File: src/sv/mip_pkg.sv
// ----------------------------------------------------------------------------
// Instruction predecoder package
// Operand formats, format ROM, configuration register indexes and the
// records passed from the parser to the decode stage and out of it.
// ----------------------------------------------------------------------------
package mip_pkg;

  localparam int CFG_IDX_W = 1;

  localparam logic [CFG_IDX_W-1:0] REG_START_ADDRESS   = 1'd0;
  localparam logic [CFG_IDX_W-1:0] REG_WORD_HIGH_FIRST = 1'd1;

  localparam logic [2:0] FMT_NONE  = 3'd0;
  localparam logic [2:0] FMT_SBYTE = 3'd1;
  localparam logic [2:0] FMT_BYTE2 = 3'd2;
  localparam logic [2:0] FMT_SWORD = 3'd3;
  localparam logic [2:0] FMT_WORD2 = 3'd4;
  localparam logic [2:0] FMT_BWORD = 3'd5;

  localparam logic [7:0] OP_JUMP_BACK_0 = 8'o034;
  localparam logic [7:0] OP_JUMP_BACK_1 = 8'o035;
  localparam logic [7:0] OP_JUMP_FWD_0  = 8'o030;
  localparam logic [7:0] OP_JUMP_FWD_1  = 8'o031;
  localparam logic [7:0] OP_JUMP_FWD_2  = 8'o032;
  localparam logic [7:0] OP_JUMP_FWD_3  = 8'o033;
  localparam logic [7:0] OP_JUMP_FWD_4  = 8'o036;
  localparam logic [7:0] OP_JUMP_FWD_5  = 8'o037;
  localparam logic [7:0] OP_FOR1        = 8'o300;
  localparam logic [7:0] OP_FOR2        = 8'o301;

  typedef struct packed {
    logic [15:0] addr;
    logic [7:0]  opcode;
    logic [2:0]  fmt;
    logic [31:0] bytes;
  } mip_instr_t;

  typedef struct packed {
    logic [15:0] instr_address;
    logic [7:0]  opcode;
    logic [2:0]  length;
    logic [15:0] operand_a;
    logic [15:0] operand_b;
    logic        has_target;
    logic [15:0] branch_target;
    logic        count_down;
  } mip_result_t;

  function automatic logic [2:0] fmt_rom(input logic [7:0] op);
    logic [2:0] f;
    case (op)
      8'h10, 8'h14, 8'h15, 8'h16, 8'h1a, 8'h1b, 8'h1c, 8'h1d, 8'h1e, 8'h1f,
      8'h20, 8'h21, 8'h30, 8'h31, 8'h40, 8'h41, 8'h50, 8'h51,
      8'h80, 8'h81, 8'h84, 8'h90, 8'h91, 8'h9f,
      8'ha6, 8'ha7, 8'ha8, 8'hae, 8'haf, 8'hb7,
      8'he8, 8'heb, 8'hee, 8'hf0:       f = FMT_SBYTE;
      8'h22, 8'h23, 8'h32, 8'h33, 8'hed: f = FMT_BYTE2;
      8'h12, 8'h17, 8'h18, 8'h19, 8'hc2: f = FMT_SWORD;
      8'h13:                             f = FMT_WORD2;
      8'hc0, 8'hc1:                      f = FMT_BWORD;
      default:                           f = FMT_NONE;
    endcase
    return f;
  endfunction

  function automatic logic [2:0] fmt_bytes(input logic [2:0] fmt);
    logic [2:0] n;
    case (fmt)
      FMT_SBYTE: n = 3'd1;
      FMT_BYTE2: n = 3'd2;
      FMT_SWORD: n = 3'd2;
      FMT_WORD2: n = 3'd4;
      FMT_BWORD: n = 3'd3;
      default:   n = 3'd0;
    endcase
    return n;
  endfunction

endpackage

File: src/sv/mcode_instruction_predecoder_top.sv
// ----------------------------------------------------------------------------
// Stack-machine instruction predecoder
// Splits a byte-wide code stream into instructions and reports address,
// opcode, length, operands and branch target of each one.
// ----------------------------------------------------------------------------
//  Channel  | Handshake              | Carries
//  ---------+------------------------+-------------------------------------
//  input    | in_valid / in_stall    | code_byte, restart
//  output   | out_valid / out_stall  | one transaction per instruction
//  config   | cfg_valid / cfg_ready  | cfg_index, cfg_data
//
// One code byte is taken per cycle unless in_stall is high; the last byte
// passes the parser register and then the result register to out_valid.
// The rate is set by the combinational format ROM lookup and 16-bit adds.
// Reset clears the program counter and partial instruction, loads the
// configuration defaults and empties both stages.
// A stall on the output holds the result and backs up into in_stall once
// the parser register is also occupied. Configuration writes are always ready.
module mcode_instruction_predecoder_top import mip_pkg::*; (
  input  logic                 clk,
  input  logic                 rst,
  input  logic                 in_valid,
  output logic                 in_stall,
  input  logic [7:0]           code_byte,
  input  logic                 restart,
  output logic                 out_valid,
  input  logic                 out_stall,
  output logic [15:0]          instr_address,
  output logic [7:0]           opcode,
  output logic [2:0]           length,
  output logic [15:0]          operand_a,
  output logic [15:0]          operand_b,
  output logic                 has_target,
  output logic [15:0]          branch_target,
  output logic                 count_down,
  input  logic                 cfg_valid,
  output logic                 cfg_ready,
  input  logic [CFG_IDX_W-1:0] cfg_index,
  input  logic [15:0]          cfg_data
);

  logic        start_we;
  logic [15:0] start_address;
  logic        word_high_first;
  logic        out_en;
  logic        instr_valid;
  mip_instr_t  instr;
  mip_result_t result;

  assign cfg_ready = 1'b1;
  assign start_we  = cfg_valid && cfg_ready;

  always_ff @(posedge clk) begin
    if (rst) begin
      start_address   <= 16'd0;
      word_high_first <= 1'b1;
    end else if (start_we) begin
      case (cfg_index)
        REG_START_ADDRESS:   start_address   <= cfg_data;
        REG_WORD_HIGH_FIRST: word_high_first <= cfg_data[0];
        default: begin
          start_address <= start_address;
        end
      endcase
    end
  end

  mip_parser u_parser (
    .clk           (clk),
    .rst           (rst),
    .in_valid      (in_valid),
    .in_stall      (in_stall),
    .code_byte     (code_byte),
    .restart       (restart),
    .start_address (start_address),
    .out_en        (out_en),
    .instr_valid   (instr_valid),
    .instr         (instr)
  );

  mip_decode u_decode (
    .clk             (clk),
    .rst             (rst),
    .instr_valid     (instr_valid),
    .instr           (instr),
    .word_high_first (word_high_first),
    .out_en          (out_en),
    .out_valid       (out_valid),
    .out_stall       (out_stall),
    .result          (result)
  );

  assign instr_address = result.instr_address;
  assign opcode        = result.opcode;
  assign length        = result.length;
  assign operand_a     = result.operand_a;
  assign operand_b     = result.operand_b;
  assign has_target    = result.has_target;
  assign branch_target = result.branch_target;
  assign count_down    = result.count_down;

endmodule

File: src/sv/mip_parser.sv
// ----------------------------------------------------------------------------
// Instruction predecoder parser
// Tracks the program counter and the bytes of the current instruction and
// registers a record of each completed instruction.
// ----------------------------------------------------------------------------
module mip_parser import mip_pkg::*; (
  input  logic        clk,
  input  logic        rst,
  input  logic        in_valid,
  output logic        in_stall,
  input  logic [7:0]  code_byte,
  input  logic        restart,
  input  logic [15:0] start_address,
  input  logic        out_en,
  output logic        instr_valid,
  output mip_instr_t  instr
);

  logic [15:0] program_counter, program_counter_next;
  logic [7:0]  held_opcode, held_opcode_next;
  logic [2:0]  operand_format, operand_format_next;
  logic [2:0]  bytes_pending, bytes_pending_next;
  logic [31:0] operand_bytes, operand_bytes_next;
  logic [15:0] opcode_address, opcode_address_next;
  logic [2:0]  pend_eff;
  logic [15:0] pc_eff;
  logic        complete;
  logic        accept;
  logic        load_en;

  assign load_en  = !instr_valid || out_en;
  assign in_stall = !load_en;
  assign accept   = in_valid && load_en;

  always_comb begin
    pend_eff             = restart ? 3'd0 : bytes_pending;
    pc_eff               = restart ? start_address : program_counter;
    program_counter_next = pc_eff + 16'd1;
    if (pend_eff == 3'd0) begin
      opcode_address_next = pc_eff;
      held_opcode_next    = code_byte;
      operand_format_next = fmt_rom(code_byte);
      bytes_pending_next  = fmt_bytes(operand_format_next);
      operand_bytes_next  = 32'd0;
      complete            = (bytes_pending_next == 3'd0);
    end else begin
      opcode_address_next = opcode_address;
      held_opcode_next    = held_opcode;
      operand_format_next = operand_format;
      bytes_pending_next  = pend_eff - 3'd1;
      operand_bytes_next  = {operand_bytes[23:0], code_byte};
      complete            = (bytes_pending_next == 3'd0);
    end
  end

  always_ff @(posedge clk) begin
    if (rst) begin
      program_counter <= 16'd0;
      held_opcode     <= 8'd0;
      operand_format  <= FMT_NONE;
      bytes_pending   <= 3'd0;
      operand_bytes   <= 32'd0;
      opcode_address  <= 16'd0;
      instr_valid     <= 1'b0;
    end else begin
      if (accept) begin
        program_counter <= program_counter_next;
        held_opcode     <= held_opcode_next;
        operand_format  <= operand_format_next;
        bytes_pending   <= bytes_pending_next;
        operand_bytes   <= operand_bytes_next;
        opcode_address  <= opcode_address_next;
      end
      if (load_en) begin
        instr_valid <= accept && complete;
      end
    end
  end

  always_ff @(posedge clk) begin
    if (load_en) begin
      instr.addr   <= opcode_address_next;
      instr.opcode <= held_opcode_next;
      instr.fmt    <= operand_format_next;
      instr.bytes  <= operand_bytes_next;
    end
  end

endmodule

File: src/sv/mip_decode.sv
// ----------------------------------------------------------------------------
// Instruction predecoder decode stage
// Assembles the operands of a completed instruction, computes its branch
// target and holds the result for the output channel.
// ----------------------------------------------------------------------------
module mip_decode import mip_pkg::*; (
  input  logic        clk,
  input  logic        rst,
  input  logic        instr_valid,
  input  mip_instr_t  instr,
  input  logic        word_high_first,
  output logic        out_en,
  output logic        out_valid,
  input  logic        out_stall,
  output mip_result_t result
);

  mip_result_t res_next;
  logic [31:0] r;
  logic [15:0] w_hi, w_lo;
  logic [15:0] a, b;
  logic [15:0] base;

  assign out_en = !out_valid || !out_stall;

  always_comb begin
    r    = instr.bytes;
    w_hi = word_high_first ? r[31:16] : {r[23:16], r[31:24]};
    w_lo = word_high_first ? r[15:0]  : {r[7:0], r[15:8]};
    a    = 16'd0;
    b    = 16'd0;
    case (instr.fmt)
      FMT_SBYTE: a = {{8{r[7]}}, r[7:0]};
      FMT_BYTE2: begin
        a = {8'd0, r[15:8]};
        b = {8'd0, r[7:0]};
      end
      FMT_SWORD: a = w_lo;
      FMT_WORD2: begin
        a = w_hi;
        b = w_lo;
      end
      FMT_BWORD: begin
        a = w_lo;
        b = {8'd0, r[23:16]};
      end
      default: begin
        a = 16'd0;
        b = 16'd0;
      end
    endcase

    base                   = instr.addr + 16'd1;
    res_next.instr_address = instr.addr;
    res_next.opcode        = instr.opcode;
    res_next.length        = fmt_bytes(instr.fmt) + 3'd1;
    res_next.operand_a     = a;
    res_next.operand_b     = b;
    res_next.has_target    = 1'b0;
    res_next.branch_target = 16'd0;
    res_next.count_down    = 1'b0;
    case (instr.opcode)
      OP_JUMP_BACK_0, OP_JUMP_BACK_1: begin
        res_next.has_target    = 1'b1;
        res_next.branch_target = base - a;
      end
      OP_JUMP_FWD_0, OP_JUMP_FWD_1, OP_JUMP_FWD_2, OP_JUMP_FWD_3,
      OP_JUMP_FWD_4, OP_JUMP_FWD_5: begin
        res_next.has_target    = 1'b1;
        res_next.branch_target = base + a;
      end
      OP_FOR1, OP_FOR2: begin
        res_next.has_target    = 1'b1;
        res_next.branch_target = instr.addr + {{8{a[7]}}, a[7:0]} - 16'd2;
        res_next.count_down    = (instr.opcode == OP_FOR1) && (b != 16'd0);
      end
      default: begin
        res_next.has_target = 1'b0;
      end
    endcase
  end

  always_ff @(posedge clk) begin
    if (rst) begin
      out_valid <= 1'b0;
    end else if (out_en) begin
      out_valid <= instr_valid;
    end
  end

  always_ff @(posedge clk) begin
    if (out_en) begin
      result <= res_next;
    end
  end

endmodule

File: config.mk
export PLATFORM = sky130hd
export DESIGN_NAME = mcode_instruction_predecoder_top
export DESIGN_NICKNAME = d
export VERILOG_FILES = /design/src/sv/mip_pkg.sv /design/src/sv/mcode_instruction_predecoder_top.sv /design/src/sv/mip_parser.sv /design/src/sv/mip_decode.sv
export SDC_FILE = /design/constraint.sdc
export NUM_CORES = 1
export LEC_CHECK = 0
export BUFFER_PORTS_ARGS = -buffer_cell sky130_fd_sc_hd__buf_2
export CORE_UTILIZATION = 25
export CTS_CLUSTER_SIZE = 8
export DETAILED_ROUTE_END_ITERATION = 12
export PLACE_DENSITY = 0.37
export REMOVE_ABC_BUFFERS = 1
export SYNTH_ARGS = -nofsm -noshare
export SYNTH_HDL_FRONTEND = slang
export SYNTH_SLANG_ARGS = --single-unit
File: constraint.sdc
create_clock -name clk -period 6.55 [get_ports clk]
set_input_delay 0.3275 -clock clk [delete_from_list [all_inputs] [get_ports clk]]
set_output_delay 0.3275 -clock clk [all_outputs]
set_load 0.02 [all_outputs]
**Yosys cells after proc, flatten, opt, wreduce, memory -nomap -nowiden**

Index checks and enable logic that the tools add are counted.

- Word-level logic and storage cells: 143
- Input port bits: 31
- Flip-flop bits (word level): 225
- Output and inout bits: 80

- Equal/unequal tests: 67
- $add $sub $neg: 8
- Reductions and logical operators: 26
- Bitwise operators: 1
- Multiplexer cells: 19

Operators by type and width:

| kind | count |
|---|---|
| 8-bit by 5-bit == test with 1-bit output, second input constant | 23 |
| 8-bit == test, second input constant | 22 |
| 16-bit case mux with 3 select lines | 2 |
| 8-bit by 6-bit == test with 1-bit output, second input constant | 8 |
| 16-bit two-way mux | 4 |
| 16-bit case mux with 4 select lines | 1 |
| 34-bit OR reduction | 1 |
| 16-bit by 1-bit adder with 16-bit output, second input constant | 2 |
| 16-bit adder | 2 |
| 8-bit by 7-bit == test with 1-bit output, second input constant | 4 |
| 32-bit two-way mux | 1 |
| 3-bit case mux with 4 select lines | 2 |
| 16-bit nonzero test | 1 |
| 16-bit subtractor | 1 |
| 16-bit by 2-bit subtractor with 16-bit output, second input constant | 1 |
| 3-bit two-way mux | 5 |
| 3-bit case mux with 5 select lines | 1 |
| 3-bit by 2-bit == test with 1-bit output, second input constant | 4 |
| 3-bit == test, second input constant | 4 |
| 2-bit OR reduction | 6 |
| 10-bit OR reduction | 1 |
| 5-bit OR reduction | 2 |
| 3-bit logical NOT | 3 |
| 8-bit two-way mux | 1 |
| other kinds (10) | 19 |

**Longest topological paths before layout**

Gate-level depths: netlist of the first run.

- Word-level depth: 11
- Mapped depth: 20
- Mapped depth without buffers: 18

**Hierarchy**

Synthesis of the first run repeated with hierarchy kept, for this count alone.

- Cells, all modules: 1,232
- Area, all modules: 12,349.3 µm²

By module, submodules not included:

| module | area an instance (µm²) | seq. area each (µm²) | cells each | instances |
|---|---|---|---|---|
| mip_parser | 5,836.8 | 3,193.1 | 602 | 1 |
| mip_decode | 5,730.5 | 2,332.2 | 554 | 1 |
| mcode_instruction_predecoder_top | 782.0 | 340.3 | 76 | 1 |

**Worst setup path after synthesis of the first run**

OpenSTA, ideal clock, no wires.

- Path type: flip-flop to flip-flop
- Start point: reg u_parser.instr[32] (netlist name)
- End point: reg u_decode.result[16] (netlist name)
- Setup time: 263 ps
- Period minus slack after synthesis: 4,276 ps
- Stages on the path, launching flop included: 18
- Arrival: 4,013 ps
- Setup slack: 2,274 ps
- Path buffers: 1
- Required time: 6,287 ps
- Cells stage by stage: edfxtp_1 > clkbuf_1 > nor3b_1 > a32oi_1 > o21ai_0 > inv_1 > ha_1 > a21oi_1 > xnor2_1 > ha_1 > nor4_1 > inv_1 > o2111a_1 > a2111oi_1 > a21oi_1 > a31oi_1 > xnor3_1 > o2bb2ai_1

==> summary.txt, run 1 <==
=================================================================================
Outcome                                                                 completed
Top cells by area in the synthesized netlist                         edfxtp_1, dfxtp_1, nand2_1
Number of flops mapped to enable cells by yosys                               136
Chip Height                                                                222 um
Synth async-reset ratio                                                        0%
Row count                                                                      80
Average wire length per cell after detail routing                         17.7 um
Final Skew                                                                20.3 ps
Total power per unit cell area                                        283 mW/mm^2
Count leader, synth                                                       nand2_1
Leading register cell type out of synthesis                              edfxtp_1
Post-layout minimum cycle time                                            5450 ps
Detailed placer's ending HPWL                                             24.7 mm
Yosys top cell area share                                                   33.8%
Final weighted congestion in routability-driven placement                   0.845
Max Root-Sink Buffers                                                           3
Global route overflow                                                           0
Cell leakage power                                                        5.79 nW
Fin crit share                                                              83.1%
Number of fill cells in the layout                                           4969
Class of the tightest hold or removal check                          primary input to flip-flop
Detailed Route WL                                                         35.0 mm
Clock latency of the later-clocked register in the worst-skew pair         540 ps
WP data arrival                                                           5710 ps
Initial core utilization                                                    25.3%
Multi-input combinational cell area                                  0.00565 sq mm
Part of the power in registers                                              41.6%
Smallest hold slack                                                       41.4 ps
Clock tree from TritonCTS                                                   built
Combinational share of power                                                17.6%
Post-DRT Antenna Nets                                                           0
Total clock buffers created by CTS                                             34
Wire length of the first global-routing pass                              54.1 mm
Clock-pin slew on the worst setup and hold paths                            50 ps
Count of cells resized by post-cts repair                                       0
Required @ worst endpoint                                                 6810 ps
Worst supply voltage drop on vdd                                         0.131 mV
DRC Markers                                                                     0
Count of nets after finishing                                                1425
Least-Margin Pin Slew                                                     1120 ps
Sort of element at the end of the critical path                         flip-flop
Initial DRC Count                                                             605
Synth Instances                                                              1258
Average via count per standard cell                                          4.67
Count of warnings emitted by yosys                                              0
Post-synthesis instance area                                         0.0121 sq mm
Area grow syn2layout                                                        17.5%
Finish-stage setup viols                                                        0
Yosys reg bits                                                                225
Maximum capacitance violations                                                  0
Number of max-slew violations in the final report                               0
Full die area                                                        0.0492 sq mm
Unrepaired setup endpoints after global routing                                no
Yosys cell types                                                               72
Part of the power in the clock network                                      40.8%
Area leader, netlist                                                     edfxtp_1
Final setup TNS                                                              0 ps
Total net switching power                                               0.00117 W
Fraction of layout cells with a size suffix above 1                         13.7%
Sw Ratio                                                                    29.2%
Vias post-DR                                                                 9237
Clock Sink Count                                                              225
Clk root buf                                                            clkbuf_16
Highest attainable clock frequency                                        184 MHz
Flip-flop and latch area                                             0.00587 sq mm
# H-tree levels                                                                 2
Tot GR Track Use                                                            14.2%
Via count of the first global-routing pass                                   9140
Type of the setup path with the least slack                          flip-flop to flip-flop
Num ports                                                                     111
Count of final hold-check violations                                            0
Total of buffers placed on input and output ports                             109
Most numerous cell types in the synthesized netlist                  nand2_1, edfxtp_1, a21oi_1
Part of the Yosys area used for sequential elements                         48.6%
CP Max Fanout                                                                  25
Worst slew slack as a fraction of its limit                                 25.4%
Maximum number of pins on one net before global-route repair                   82
Internal power                                                          0.00285 W
Number of diodes                                                                0
Number of antenna violations at the first check in global routing               0
Critical path launch point type                                         flip-flop
Drt first pass iters                                                            6
Core Box Area                                                        0.0477 sq mm
Overall die width                                                          222 um
Mean area per synthesized cell                                         9.60 sq um
=================================================================================
## power by group through the flow
stage                     clock, W  combinational, W  sequential, W
after global placement           0          0.000715        0.00170
after detailed placement         0          0.000710        0.00170
final                      0.00164          0.000707        0.00167
after global routing       0.00176          0.000794        0.00168
after CTS                  0.00171          0.000716        0.00168
after floorplan                  0          0.000445        0.00173
## sequential cells by signal (all words and copies together), names as in the netlist
| name | count |
|---|---|
| start_address | 16 |
| u_parser.program_counter | 16 |
| u_decode.out_valid | 1 |
| u_parser.instr | 59 |
| word_high_first | 1 |
| u_parser.instr_valid | 1 |
| u_parser.operand_format | 3 |
| u_parser.bytes_pending | 3 |
| u_parser.held_opcode | 8 |
| u_parser.opcode_address | 16 |
| u_decode.result | 77 |
| u_parser.operand_bytes | 24 |
## cell families after synthesis
group	count (synthesis)	share of synthesized area, %
flops	225	48.6
other cells	1	0.0310
simple gates	434	16.6
compound gates	263	13.7
fa+ha+maj	53	5.61
mux	59	5.19
buf+inv	149	4.87
xor+xnor	74	5.48
## timing repair
item,CTS,global route
endpoints found under the setup margin,0,0
endpoints found under the hold margin,2,0
hold buffers,2,0
setup buffers,0,0
## routing by layer
layer | part of all wire, % | wire (um) | vias up | track usage [%]
li1 | - | - | 4603 | -
met1 | 49 | 17300 | 4431 | 19.5
met2 | 45 | 15600 | 160 | 22.5
met3 | 3.7 | 1280 | 43 | 2.74
met4 | 2.2 | 771 | 0 | 4.35
met5 | 0 | 0 | - | 0
## through the flow
| stage | util, % | instances | area (sq um) | total power [W] | setup WS, ps |
|---|---|---|---|---|---|
| 6_report | 29.7 | 1976 | 14200 | 0.00402 | 1100 |
| 3_3_place_gp | 27.6 | 1918 | 13200 | 0.00242 | 1260 |
| 5_1_grt | 29.7 | 1976 | 14200 | 0.00424 | 553 |
| 4_1_cts | 29.7 | 1976 | 14200 | 0.00410 | 1140 |
| 3_5_place_dp | 27.6 | 1918 | 13200 | 0.00241 | 1130 |
| 2_1_floorplan | - | 1184 | 11800 | 0.00217 | 1560 |
## cell type report
class	instances	share of cell area, %
Inverter	75	1.98
Clock buffer	52	6.54
Timing Repair Buffer	121	4.51
Clock inverter	4	0.441
Sequential cell	225	41.3
Tap cell	615	5.42
Multi-Input combinational cell	884	39.8
## path summary, 6_finish.rpt
check,start,to,slack (ps),cells after the start
max reg2reg,u_parser.instr[32],u_decode.result[16],1100,16
min,cfg_data[2],start_address[2],40,3
min reg2reg,u_parser.operand_bytes[15],u_parser.operand_bytes[15],450,2
max,u_parser.instr[32],u_decode.result[16],1100,16
## critical path, cell delays in order, from the launching register on
cell	delay, ps
edfxtp_1	690
nor3b_1	1000
a32oi_1	80
o21ai_0	340
inv_1	100
ha_1	280
a21oi_1	170
xnor2_1	80
ha_1	210
nor4_1	460
inv_1	100
o2111a_1	260
a2111oi_1	590
a21oi_1	200
a31oi_1	250
xnor3_1	230
o2bb2ai_1	120
## cells in the final DEF (no fill, tap or decap), types with 6 or more instances in the layout
cell	netlist	layout
ha_1	51	50
nand3b_1	6	6
xnor2_1	42	42
buf_4	1	10
dfxtp_1	89	88
clkbuf_1	59	17
a22oi_1	10	10
buf_2	8	109
o221ai_1	8	8
a211oi_1	6	6
mux2_1	12	12
mux2_2	13	13
mux2i_1	33	33
nor3_1	10	10
nor2_1	83	83
xor2_1	31	31
a21oi_1	126	126
o21ai_0	26	26
o31ai_1	6	6
a21boi_0	7	7
inv_1	75	75
edfxtp_1	136	136
nand3_1	27	26
clkbuf_16	0	34
nor4_1	6	6
nand2_1	209	207
o22ai_1	14	14
or3_1	7	7
nand2b_1	13	13
o211ai_1	8	8
nor2b_1	38	38
nand4_1	7	7
(Power assumes the default switching activity.)
==> inputs of run 2 (changes only) <==
==> constraint.sdc (replaced) <==
create_clock -name clk -period 5.4 [get_ports clk]
set_input_delay 0.27 -clock clk [delete_from_list [all_inputs] [get_ports clk]]
set_output_delay 0.27 -clock clk [all_outputs]
set_load 0.02 [all_outputs]
==> summary.txt, run 2 (same netlist as run 1, synthesis figures left out) <==
=================================================================================
Unrepaired setup endpoints after global routing                                no   unchanged
Startpoint of the worst-slack reg-to-reg timing path                 word_high_first   was u_parser.instr[32]
Overall die width                                                          222 um   unchanged
Clock latency of the later-clocked register in the worst-skew pair         540 ps   about the same
Total clock buffers created by CTS                                             34   unchanged
Detailed placer's ending HPWL                                             25.0 mm   was 24.7 mm
Final setup TNS                                                              0 ps   unchanged
Reg-to-reg endpoint                                                  u_decode.result[16]   unchanged
Total buffers and inverters traversed by the critical path                      1   was 2
Fin crit share                                                              89.7%   was 83.1%
Number of fill cells in the layout                                           4959   was 4969
Post-layout minimum cycle time                                            4850 ps   was 5450 ps
Count of nets after finishing                                                1452   was 1425
Registers with the highest flip-flop counts                          u_decode.result: 77 flops, u_parser.instr: 59 flops, u_parser.operand_bytes: 24 flops   unchanged
Most frequent cells in the layout                                    nand2_1, edfxtp_1, a21oi_1   unchanged
Flip-flop and latch area                                             0.00587 sq mm   unchanged
Worst slew slack as a fraction of its limit                                 28.3%   was 25.4%
Clock-pin slew on the worst setup and hold paths                            50 ps   about the same
CP max stage cell                                                         dfxtp_2   was nor3b_1
Ordered list of cells on the worst path                              mux2_4 -> a222oi_1 -> nand2_2 -> nor4_4 -> nand3_2 -> nand2_1 -> xnor2_1 -> ha_1 -> nor4_1 -> inv_1 -> o2111a_1 -> a2111oi_2 -> a21oi_1 -> a31oi_1 -> xnor3_1 -> o2bb2ai_1   was nor3b_1 -> a32oi_1 -> o21ai_0 -> inv_1 -> ha_1 -> a21oi_1 -> xnor2_1 -> ha_1 -> nor4_1 -> inv_1 -> o2111a_1 -> a2111oi_1 -> a21oi_1 -> a31oi_1 -> xnor3_1 -> o2bb2ai_1
Max reg flops                                                                  77   unchanged
Logic depth of the worst setup path including buffers                          16   unchanged
Area grow syn2layout                                                        19.7%   was 17.5%
Highest attainable clock frequency                                        206 MHz   was 184 MHz
Drt first pass iters                                                            5   was 6
Cell leakage power                                                        5.93 nW   was 5.79 nW
Class of the tightest hold or removal check                          primary input to flip-flop   unchanged
Count of final hold-check violations                                            0   unchanged
Met2 capacity usage during global routing                                   22.4%   was 22.5%
Most flops, register                                                 u_decode.result   unchanged
Outcome                                                                 completed   unchanged
Clk root buf                                                            clkbuf_16   unchanged
Vias post-DR                                                                 9263   was 9237
Total power per unit cell area                                        340 mW/mm^2   was 283 mW/mm^2
Tot GR Track Use                                                            14.4%   was 14.2%
Most used routing layer in global routing                                    met2   unchanged
Met3 usage in global routing                                                2.76%   was 2.74%
Type of the setup path with the least slack                          flip-flop to flip-flop   unchanged
Row count                                                                      80   unchanged
Sort of element at the end of the critical path                         flip-flop   unchanged
Finish-stage setup viols                                                        0   unchanged
Worst-case reg-to-reg path depth                                               16   unchanged
Post-DRT Antenna Nets                                                           0   unchanged
Multi-input combinational cell area                                  0.00566 sq mm   was 0.00565 sq mm
Clock Sink Count                                                              225   unchanged
Maximum number of pins on one net before global-route repair                   82   unchanged
Met1 Use GR                                                                 20.1%   was 19.5%
WP data arrival                                                           5100 ps   was 5710 ps
DRC Markers                                                                     0   unchanged
Number of max-slew violations in the final report                               0   unchanged
Final Skew                                                                19.9 ps   was 20.3 ps
Flop-to-flop setup slack                                                   550 ps   was 1100 ps
Number of antenna violations at the first check in global routing               0   unchanged
Cell family contributing the most delay on the critical path         compound AO/OA/AOI/OAI gates   unchanged
Detailed Route WL                                                         35.2 mm   was 35.0 mm
# H-tree levels                                                                 2   unchanged
Chip Height                                                                222 um   unchanged
Full die area                                                        0.0492 sq mm   unchanged
Initial DRC Count                                                             582   was 605
Average wire length per cell after detail routing                         17.5 um   was 17.7 um
Global route overflow                                                           0   unchanged
Final weighted congestion in routability-driven placement                   0.816   was 0.845
Critical path launch point type                                         flip-flop   unchanged
Via count of the first global-routing pass                                   9218   was 9140
CP Max Fanout                                                                  20   was 25
Least-Margin Pin Slew                                                     1070 ps   was 1120 ps
Maximum capacitance violations                                                  0   unchanged
Utilization of the core after routing                                       30.3%   was 29.7%
Worst Hold Depth                                                                3   unchanged
Fraction of layout cells with a size suffix above 1                         14.5%   was 13.7%
Clock tree from TritonCTS                                                   built   unchanged
Leading cell type in the layout, fill and taps excluded                   nand2_1   unchanged
Required @ worst endpoint                                                 5650 ps   was 6810 ps
Initial core utilization                                                    25.3%   unchanged
Slowest cell delay on critical path                                        640 ps   was 1000 ps
Core Box Area                                                        0.0477 sq mm   unchanged
Worst supply voltage drop on vdd                                         0.166 mV   was 0.131 mV
Worst Min Path Start                                                    out_stall   was cfg_data[2]
Total of buffers placed on input and output ports                             109   unchanged
Wire length of the first global-routing pass                              55.2 mm   was 54.1 mm
Terminating pin of the worst hold path                               u_decode.out_valid   was start_address[2]
Max Root-Sink Buffers                                                           3   unchanged
Num ports                                                                     111   unchanged
Average via count per standard cell                                          4.62   was 4.67
=================================================================================
==> run 2: how the worst max path moves through the flow <==
stage                                endpoint  slack (ps)                from
after floorplan           u_decode.result[16]         410     word_high_first
after global placement    u_decode.result[16]         550  u_parser.instr[32]
after detailed placement  u_decode.result[16]         290  u_parser.instr[32]
after CTS                 u_decode.result[16]         340  u_parser.instr[32]
after global routing      u_decode.result[16]         200  u_parser.instr[34]
final                     u_decode.result[16]         550     word_high_first
==> run 2: through the flow <==
| step | setup WS (ps) | instances | power, W | instance area (sq um) | hold slack [ps] |
|---|---|---|---|---|---|
| floorplan | 408 | 1184 | 0.00264 | 11800 | 339 |
| CTS | 338 | 2002 | 0.00501 | 14400 | 22.8 |
| global placement | 545 | 1926 | 0.00294 | 13200 | 439 |
| detailed placement | 287 | 1926 | 0.00293 | 13200 | 442 |
| global route | 196 | 2006 | 0.00518 | 14500 | 38.5 |
| finish | 555 | 2007 | 0.00491 | 14500 | 49.1 |
==> run 2: per-layer routing <==
layer  routed length (um)  vias up  share of wire (%)
met1                17300     4397                 49
met2                15700      169                 45
li1                     -     4653                  -
met3                 1360       44                3.9
met4                  760        0                2.2
met5                    0        -                  0
==> run 2: timing repair <==
| action | 4_1_cts | 5_1_grt |
|---|---|---|
| hold endpoints to repair | 17 | 0 |
| setup endpoints to repair | 0 | 1 |
| hold buffers | 17 | 0 |
| buffers inserted | 0 | 4 |
| resized for setup | 0 | 2 |
==> run 2: report_power, final <==
part / internal [W] / total (W) / leakage, nW / switching (W)
Sequential: 0.00194 / 0.00202 / 2.33 / 0.0000839
Clock: 0.00120 / 0.00200 / 0.477 / 0.000800
Combinational: 0.000344 / 0.000889 / 3.12 / 0.000545
Total: 0.00348 / 0.00491 / 5.93 / 0.00143
==> run 2: cell type report <==
class                   instances  area share, %
flip-flops and latches        225           40.6
multi-input cells             884           39.1
clock buffers                  56           6.52
repair buffers                148           6.09
well taps                     615           5.32
inverters                      75           1.95
clock inverters                 3          0.407
diodes                          1         0.0173
==> run 2: worst min-delay path: stages <==
cell and delay, ps:
buf_2 130, a21oi_1 70, nor2_1 70
